$ cat config.mk
export PLATFORM = sky130hd
export DESIGN_NAME = reply_frame_validator
export DESIGN_NICKNAME = d
export VERILOG_FILES = /design/src/rtl/rfv_pkg.sv /design/src/rtl/reply_frame_validator.sv
export SDC_FILE = /design/constraint.sdc
export NUM_CORES = 1
export LEC_CHECK = 0
export BUFFER_PORTS_ARGS = -buffer_cell sky130_fd_sc_hd__buf_2
export CAP_MARGIN = 0
export CELL_PAD_IN_SITES_DETAIL_PLACEMENT = 1
export CELL_PAD_IN_SITES_GLOBAL_PLACEMENT = 1
export CORE_MARGIN = 10
export CORE_UTILIZATION = 49
export CTS_BUF_LIST = sky130_fd_sc_hd__clkbuf_4 sky130_fd_sc_hd__clkbuf_8
export CTS_CLUSTER_SIZE = 24
export DETAILED_ROUTE_END_ITERATION = 12
export PLACE_DENSITY = 0.85
export SYNTH_ARGS = -nofsm -noshare
export SYNTH_HDL_FRONTEND = slang
export SYNTH_SLANG_ARGS = --single-unit
export TNS_END_PERCENT = 5
$ cat constraint.sdc
create_clock -name clk -period 4.5 [get_ports clk]
set_clock_uncertainty 0.05 [all_clocks]
set_input_delay 0.225 -clock clk [delete_from_list [all_inputs] [get_ports clk]]
set_output_delay 0.225 -clock clk [all_outputs]
set_load 0.02 [all_outputs]
$ cat src/rtl/rfv_pkg.sv
// ----------------------------------------------------------------------------
// rfv_pkg
// Types and constants shared by the reply frame validator.
// ----------------------------------------------------------------------------
package rfv_pkg;

	localparam int LENGTH_BITS_DEF = 30;
	localparam logic [15:0] MAX_ELEMENTS_RST = 16'd1024;

	// frame_status codes
	localparam logic [1:0] ST_MORE  = 2'd0;
	localparam logic [1:0] ST_DONE  = 2'd1;
	localparam logic [1:0] ST_ERROR = 2'd2;

	// reply_kind codes
	localparam logic [2:0] KIND_STATUS  = 3'd0;
	localparam logic [2:0] KIND_ERRTEXT = 3'd1;
	localparam logic [2:0] KIND_INTEGER = 3'd2;
	localparam logic [2:0] KIND_BULK    = 3'd3;
	localparam logic [2:0] KIND_MULTI   = 3'd4;
	localparam logic [2:0] KIND_UNKNOWN = 3'd5;

	// framing characters
	localparam logic [7:0] CH_CR    = 8'h0d;
	localparam logic [7:0] CH_LF    = 8'h0a;
	localparam logic [7:0] CH_PLUS  = 8'h2b;
	localparam logic [7:0] CH_MINUS = 8'h2d;
	localparam logic [7:0] CH_COLON = 8'h3a;
	localparam logic [7:0] CH_DOLLAR = 8'h24;
	localparam logic [7:0] CH_STAR  = 8'h2a;
	localparam logic [7:0] CH_ZERO  = 8'h30;
	localparam logic [7:0] CH_NINE  = 8'h39;

	typedef struct packed {
		logic [7:0] data_byte;
		logic       frame_start;
	} req_t;

	typedef struct packed {
		logic [1:0] frame_status;
		logic [2:0] reply_kind;
	} rsp_t;

endpackage

$ cat src/rtl/reply_frame_validator.sv
// ----------------------------------------------------------------------------
// reply_frame_validator
// The result of an accepted request is registered in the output register.
// Throughput: one byte per cycle while the output is not stalled; the parser state update is a single pass
// of logic from the state registers back into themselves.
// Reset: arst_n clears parser state and the output valid flag (not the output data) and sets
// max_elements to 1024; frame_start clears parser state but not max_elements.
// ----------------------------------------------------------------------------
module reply_frame_validator #(
	parameter int LENGTH_BITS = rfv_pkg::LENGTH_BITS_DEF
) (
	input  logic          clk,
	input  logic          arst_n,
	input  logic          max_elements_we,
	input  logic [15:0]   max_elements_wdata,
	input  logic          req_valid,
	output logic          req_stall,
	input  rfv_pkg::req_t req_data,
	output logic          rsp_valid,
	input  logic          rsp_stall,
	output rfv_pkg::rsp_t rsp_data
);

	localparam logic [3:0] PH_TYPE      = 4'd0;
	localparam logic [3:0] PH_LINE      = 4'd1;
	localparam logic [3:0] PH_LEN_NUM   = 4'd2;
	localparam logic [3:0] PH_LEN_LF    = 4'd3;
	localparam logic [3:0] PH_DATA      = 4'd4;
	localparam logic [3:0] PH_DATA_CR   = 4'd5;
	localparam logic [3:0] PH_DATA_LF   = 4'd6;
	localparam logic [3:0] PH_ELEM_TYPE = 4'd7;
	localparam logic [3:0] PH_CNT_NUM   = 4'd8;
	localparam logic [3:0] PH_CNT_LF    = 4'd9;

	localparam int CW = (LENGTH_BITS > 16) ? LENGTH_BITS : 16;
	localparam int MW = LENGTH_BITS + 4;

	logic [15:0]            max_elements_q;
	logic [3:0]             phase_q, phase_c, phase_n;
	logic [2:0]             kind_q, kind_c, kind_n;
	logic [15:0]            elems_q, elems_c, elems_n;
	logic [LENGTH_BITS-1:0] payload_q, payload_c, payload_n;
	logic [LENGTH_BITS-1:0] num_q, num_c, num_n;
	logic                   neg_q, neg_c, neg_n;
	logic                   dig_q, dig_c, dig_n;
	logic                   cr_q, cr_c, cr_n;
	logic                   err_q, err_c, err_n;
	logic                   done_q, done_c, done_n;

	logic                   rsp_valid_q;
	rfv_pkg::rsp_t          rsp_data_q;
	logic                   accept;

	logic [7:0]             b;
	logic                   is_digit;
	logic [MW-1:0]          num_ext, num_mul;
	logic                   num_ovf;
	logic [CW-1:0]          num_cw, max_cw;
	logic [15:0]            elems_dec;
	logic [LENGTH_BITS-1:0] payload_dec;

	assign accept    = req_valid && !req_stall;
	assign req_stall = rsp_valid_q && rsp_stall;
	assign rsp_valid = rsp_valid_q;
	assign rsp_data  = rsp_data_q;

	assign b        = req_data.data_byte;
	assign is_digit = (b >= rfv_pkg::CH_ZERO) && (b <= rfv_pkg::CH_NINE);

	always_ff @(posedge clk or negedge arst_n) begin
		if (!arst_n) begin
			max_elements_q <= rfv_pkg::MAX_ELEMENTS_RST;
		end else if (max_elements_we) begin
			max_elements_q <= max_elements_wdata;
		end
	end

	// frame_start restarts the parser on this very byte
	always_comb begin
		if (req_data.frame_start) begin
			phase_c   = PH_TYPE;
			kind_c    = rfv_pkg::KIND_UNKNOWN;
			elems_c   = '0;
			payload_c = '0;
			num_c     = '0;
			neg_c     = 1'b0;
			dig_c     = 1'b0;
			cr_c      = 1'b0;
			err_c     = 1'b0;
			done_c    = 1'b0;
		end else begin
			phase_c   = phase_q;
			kind_c    = kind_q;
			elems_c   = elems_q;
			payload_c = payload_q;
			num_c     = num_q;
			neg_c     = neg_q;
			dig_c     = dig_q;
			cr_c      = cr_q;
			err_c     = err_q;
			done_c    = done_q;
		end
	end

	assign num_ext     = MW'(num_c);
	assign num_mul     = (num_ext << 3) + (num_ext << 1) + MW'(b[3:0]);
	assign num_ovf     = |num_mul[MW-1:LENGTH_BITS];
	assign num_cw      = CW'(num_c);
	assign max_cw      = CW'(max_elements_q);
	assign elems_dec   = elems_c - 16'd1;
	assign payload_dec = payload_c - LENGTH_BITS'(1);

	always_comb begin
		phase_n   = phase_c;
		kind_n    = kind_c;
		elems_n   = elems_c;
		payload_n = payload_c;
		num_n     = num_c;
		neg_n     = neg_c;
		dig_n     = dig_c;
		cr_n      = cr_c;
		err_n     = err_c;
		done_n    = done_c;

		if (!err_c) begin
			if (done_c) begin
				err_n = 1'b1;
			end else begin
				case (phase_c)
					PH_TYPE: begin
						cr_n  = 1'b0;
						num_n = '0;
						neg_n = 1'b0;
						dig_n = 1'b0;
						if (b == rfv_pkg::CH_PLUS) begin
							kind_n  = rfv_pkg::KIND_STATUS;
							phase_n = PH_LINE;
						end else if (b == rfv_pkg::CH_MINUS) begin
							kind_n  = rfv_pkg::KIND_ERRTEXT;
							phase_n = PH_LINE;
						end else if (b == rfv_pkg::CH_COLON) begin
							kind_n  = rfv_pkg::KIND_INTEGER;
							phase_n = PH_LINE;
						end else if (b == rfv_pkg::CH_DOLLAR) begin
							kind_n  = rfv_pkg::KIND_BULK;
							phase_n = PH_LEN_NUM;
						end else if (b == rfv_pkg::CH_STAR) begin
							kind_n  = rfv_pkg::KIND_MULTI;
							phase_n = PH_CNT_NUM;
						end else begin
							err_n = 1'b1;
							num_n = num_c;
							neg_n = neg_c;
							dig_n = dig_c;
						end
					end
					PH_LINE: begin
						if (cr_c && b == rfv_pkg::CH_LF)
							done_n = 1'b1;
						cr_n = (b == rfv_pkg::CH_CR);
					end
					PH_LEN_NUM, PH_CNT_NUM: begin
						if (b == rfv_pkg::CH_MINUS && !dig_c && !neg_c) begin
							neg_n = 1'b1;
						end else if (is_digit) begin
							if (num_ovf) begin
								err_n = 1'b1;
							end else begin
								num_n = num_mul[LENGTH_BITS-1:0];
								dig_n = 1'b1;
							end
						end else if (b == rfv_pkg::CH_CR && dig_c) begin
							phase_n = (phase_c == PH_LEN_NUM) ? PH_LEN_LF : PH_CNT_LF;
						end else begin
							err_n = 1'b1;
						end
					end
					PH_LEN_LF: begin
						if (b != rfv_pkg::CH_LF) begin
							err_n = 1'b1;
						end else if (neg_c && num_c > LENGTH_BITS'(1)) begin
							err_n = 1'b1;
						end else if (neg_c && num_c == LENGTH_BITS'(1)) begin
							// null bulk: element ends here
							if (kind_c == rfv_pkg::KIND_MULTI) begin
								elems_n = elems_dec;
								if (elems_dec == 16'd0)
									done_n = 1'b1;
								else
									phase_n = PH_ELEM_TYPE;
							end else begin
								done_n = 1'b1;
							end
						end else begin
							payload_n = num_c;
							phase_n   = (num_c == '0) ? PH_DATA_CR : PH_DATA;
						end
					end
					PH_CNT_LF: begin
						if (b != rfv_pkg::CH_LF) begin
							err_n = 1'b1;
						end else if ((neg_c && num_c != '0) || num_cw > max_cw) begin
							err_n = 1'b1;
						end else if (num_c == '0) begin
							done_n = 1'b1;
						end else begin
							elems_n = num_cw[15:0];
							phase_n = PH_ELEM_TYPE;
						end
					end
					PH_DATA: begin
						payload_n = payload_dec;
						if (payload_dec == '0)
							phase_n = PH_DATA_CR;
					end
					PH_DATA_CR: begin
						if (b != rfv_pkg::CH_CR)
							err_n = 1'b1;
						else
							phase_n = PH_DATA_LF;
					end
					PH_DATA_LF: begin
						if (b != rfv_pkg::CH_LF) begin
							err_n = 1'b1;
						end else if (kind_c == rfv_pkg::KIND_MULTI) begin
							elems_n = elems_dec;
							if (elems_dec == 16'd0)
								done_n = 1'b1;
							else
								phase_n = PH_ELEM_TYPE;
						end else begin
							done_n = 1'b1;
						end
					end
					PH_ELEM_TYPE: begin
						if (b != rfv_pkg::CH_DOLLAR) begin
							err_n = 1'b1;
						end else begin
							num_n   = '0;
							neg_n   = 1'b0;
							dig_n   = 1'b0;
							phase_n = PH_LEN_NUM;
						end
					end
					default: begin
						err_n = 1'b1;
					end
				endcase
			end
		end
	end

	always_ff @(posedge clk or negedge arst_n) begin
		if (!arst_n) begin
			phase_q   <= PH_TYPE;
			kind_q    <= rfv_pkg::KIND_UNKNOWN;
			elems_q   <= '0;
			payload_q <= '0;
			num_q     <= '0;
			neg_q     <= 1'b0;
			dig_q     <= 1'b0;
			cr_q      <= 1'b0;
			err_q     <= 1'b0;
			done_q    <= 1'b0;
		end else if (accept) begin
			phase_q   <= phase_n;
			kind_q    <= kind_n;
			elems_q   <= elems_n;
			payload_q <= payload_n;
			num_q     <= num_n;
			neg_q     <= neg_n;
			dig_q     <= dig_n;
			cr_q      <= cr_n;
			err_q     <= err_n;
			done_q    <= done_n;
		end
	end

	always_ff @(posedge clk or negedge arst_n) begin
		if (!arst_n) begin
			rsp_valid_q <= 1'b0;
		end else if (accept) begin
			rsp_valid_q <= 1'b1;
		end else if (!rsp_stall) begin
			rsp_valid_q <= 1'b0;
		end
	end

	always_ff @(posedge clk) begin
		if (accept) begin
			rsp_data_q.frame_status <= err_n ? rfv_pkg::ST_ERROR :
				(done_n ? rfv_pkg::ST_DONE : rfv_pkg::ST_MORE);
			rsp_data_q.reply_kind   <= kind_n;
		end
	end

`ifndef ASSERT_OFF
	// error stays set until the next frame_start
	a_err_sticky: assert property (@(posedge clk) disable iff (!arst_n)
		err_q && accept && !req_data.frame_start |=> err_q)
		else $error("sticky error cleared without frame_start");

	a_rsp_follows: assert property (@(posedge clk) disable iff (!arst_n)
		accept |=> rsp_valid)
		else $error("accepted request produced no result");

	a_payload_live: assert property (@(posedge clk) disable iff (!arst_n)
		phase_q == PH_DATA |-> payload_q != '0)
		else $error("data phase with no payload left");

	a_kind_known: assert property (@(posedge clk) disable iff (!arst_n)
		phase_q != PH_TYPE |-> kind_q != rfv_pkg::KIND_UNKNOWN)
		else $error("parser past type byte with unknown kind");

	a_elems_live: assert property (@(posedge clk) disable iff (!arst_n)
		phase_q == PH_ELEM_TYPE |-> elems_q != 16'd0 && kind_q == rfv_pkg::KIND_MULTI)
		else $error("element phase with no element pending");
`endif

endmodule

==> flow_metrics.tcl <==
set metrics [dict create \
    hold_path_class "input pin to flip-flop" \
    synth_edf_count 5 \
    synthTopCellsByArea "dfrtp_1 24%, ha_1 9.2%, o21ai_0 5.4%, nand2_1 4.9%, a21oi_1 4.4%" \
    dieWidth_um 167 \
    synthXorXnorAreaFrac_pct 4.63 \
    status "finished clean" \
    clockBufferDepth 2 \
    yosys_warnings 0 \
    cts_setup_buffers 0 \
    syn_inst 1340 \
    coreArea_sq_mm 0.0212 \
    layout.area.seq_sq_mm 0.00278 \
    period_share_pct 96.3 \
    cts.sinks 110 \
    cts_buffers 9 \
    overflow 0 \
    synthAdderAreaFrac_pct 9.40 \
    finalHoldViolCount 0 \
    crit_top_cell "ha_1" \
    syn-num-nets 1449 \
    synth-seq-cells 110 \
    start_kind "flip-flop" \
    path_clk_slew_ns 0.13 \
    cts_tree "built" \
    cts_root_buf "clkbuf_8" \
    synth_top_family_by_area "compound AO/OA/AOI/OAI gates" \
    gp_congestion 0.980 \
    rsz0062_at_grt "false" \
    clk_latency_ns 0.41 \
    antenna_found_initial 2 \
    cts_max_level 3 \
    wl_um 39700 \
    yosys.area.top_type "dfrtp_1" \
    synth_area_per_cell_sq_um 7.91 \
    synthMuxAreaShare_pct 2.94 \
    grt_pass1_vias 11300 \
    max_stage_delay_ns 0.51 \
    synth_compound_area_share_pct 27.8 \
    netlist_area_sq_mm 0.0106 \
    drt_iter0_markers 1092 \
    required_ns 4.80 \
    maxCapViolCount 0 \
    io_buffers 36 \
    routed_via_density 6.75 \
    setup_viol 0 \
    grt_pass1_wl_um 63500 \
    final_cell_mix "138 x nand2_1, 125 x nor2_1, 114 x o21ai_0, 102 x dfrtp_1, 94 x a21oi_1" \
    tns_ns 0 \
    multi_input_area_sq_mm 0.00722 \
    dr.pass1.iters 6 \
    drive_gt1_share_pct 10.2 \
    drc 0 \
    yosys.area_share.simple_pct 23.3 \
    dp.cells 1619 \
    maxSlewHeadroom_pct 25.3 \
    critPathCaptureType "flip-flop" \
    io_pins 37 \
    die-area_sq_mm 0.0279 \
    antennaDiodeCount 0 \
    ys_async_sr_fraction_pct 95.5 \
    power_leakage_uw 0.00508 \
    area_growth_pct 8.24 \
    worst-path-max-fanout 21 \
    wl_per_cell_um 24.0 \
    crit_chain "nor2b_4, ha_1, ha_1, a21oi_1, o21ai_0, a21o_1, a221o_2, a41oi_2, nand4bb_1, and4_1, and3_4, a22o_1" \
    vdd_drop_max_uv 166 \
    nFillCells 2638 \
    chipHeight_um 167 \
    via_count 11200 \
    r2r_start "num_q[9]$_DFFE_PN0P_" \
    antenna_left 0 \
    final_cell_count_no_fill 1653 \
    final_max_slew_viol_count 0 \
    grt_util_all_layers_pct 27.6 \
    min_from "rsp_stall" \
    synth_flop_cell "dfrtp_1" \
    fmax_ghz 0.231 \
    cp-startpoint "num_q[9]$_DFFE_PN0P_" \
    rows 53 \
    nets 1482 \
    layout_commonest_cell "nand2_1" \
    synth_top_cell_area_share_pct 24.1 \
    grt_max_degree 68 \
    critical_path_arrival_ns 4.64 \
    powerDensity_mw_per_mm2 234 \
    crit_slowest_cell "dfrtp_1" \
    start_util_pct 50.1 \
    synth_seq_area_share_pct 26.2 \
    synth_cell_types 103 \
    critical_path_class "flip-flop to flip-flop" \
    finalCriticalPeriod_ns 4.34 \
    worst_pin_slew_ns 1.11 \
    hpwl_um 29100 \
]
==> kinds of logic after synthesis <==
| family | after synthesis |
|---|---|
| xor gates and xnor gates | 56 |
| muxes | 30 |
| DFF | 110 |
| AOI/OAI and AO/OA | 437 |
| and+or+nand+nor | 499 |
| buffers and inverters | 129 |
| adders and majority gates | 79 |
==> synth_stat cells (7+ instances only) <==
| master | count |
|---|---|
| nor2_1 | 125 |
| a21oi_1 | 94 |
| inv_1 | 49 |
| a221oi_1 | 7 |
| nor4_1 | 25 |
| a21o_1 | 16 |
| o21ai_0 | 114 |
| a22o_1 | 45 |
| nor3_1 | 32 |
| mux2_2 | 9 |
| nand4_1 | 23 |
| a211oi_1 | 13 |
| o211ai_1 | 13 |
| nand3_1 | 33 |
| dfrtp_1 | 102 |
| clkbuf_1 | 52 |
| xor2_1 | 21 |
| a32oi_1 | 9 |
| nand2b_1 | 11 |
| o22ai_1 | 20 |
| ha_1 | 78 |
| nand2_1 | 138 |
| or3_1 | 16 |
| mux2i_1 | 21 |
| a31oi_1 | 15 |
| nor2b_1 | 40 |
| and3_1 | 11 |
| xnor2_1 | 35 |
| o21a_1 | 8 |
==> state kept, by name (all words and copies together), names as in the netlist <==
register / flops
elems_q: 16
rsp_data: 5
neg_q: 1
cr_q: 1
phase_q: 4
rsp_valid: 1
dig_q: 1
max_elements_q: 16
err_q: 1
done_q: 1
num_q: 30
kind_q: 3
payload_q: 30
==> final timing paths <==
path / to / slack, ns / cells past startpoint
setup / recovery: num_q[0]$_DFFE_PN0P_ / 0.16 / 12
hold / removal: rsp_valid$_DFFE_PN0P_ / 0.01 / 3
setup reg to reg: num_q[0]$_DFFE_PN0P_ / 0.16 / 12
hold reg to reg: cr_q$_DFFE_PN0P_ / 0.47 / 1
max in group asynchronous: payload_q[6]$_DFFE_PN0P_ / 2.81 / 3
min in group asynchronous: elems_q[1]$_DFFE_PN0P_ / 0.44 / 2
==> metrics by stage <==
stage	utilization, %	hold WS, ns	instance area [sq um]	total power, uW	setup WS (ns)
3_5_place_dp	52.3	0.390	11100	1970	0.175
3_3_place_gp	52.3	0.364	11100	1940	0.316
2_1_floorplan	-	-0.121	10600	1680	0.0438
5_1_grt	54.2	0.0111	11500	2830	0.00222
4_1_cts	54.2	0.00317	11500	2670	0.100
6_report	54.2	0.0112	11500	2690	0.165
==> timing repair <==
action,in CTS,in global routing
hold endpoints to repair,80,0
endpoints found under the setup margin,0,30
gates resized for setup,0,3
hold buffers,18,0
==> critical path: cells and delay by family (launching register included) <==
kind	cells	cell delay (ns)
AND/OR/NAND/NOR	4	1.39
AO/OA/AOI/OAI	6	1.66
adder cells (fa/ha/maj)	2	0.66
flip-flops	1	0.51
==> routing by layer <==
metal	up-vias	GRT usage, %	routed length [um]
li1	5044	-	-
met1	5515	35.2	16500
met2	488	45.4	18800
met5	-	0	13
met4	2	10.2	1410
met3	108	5.15	3000
==> power breakdown <==
group	leakage [uW]	total (uW)	switching (uW)	internal (uW)
clock	0.000109	695	422	273
combinational	0.00352	893	575	318
sequential	0.00145	1100	58.7	1040
total	0.00508	2690	1060	1630
==> area by class of cell <==
type                            count  share of cell area, %
Multi-Input combinational cell   1101                   63.0
Sequential cell                   110                   24.2
Timing Repair Buffer              101                   6.26
Tap cell                          275                   3.00
Inverter                           50                   1.64
Clock buffer                        9                   1.08
Clock inverter                      7                  0.807
No activity file was read; power rests on OpenSTA's default activity.
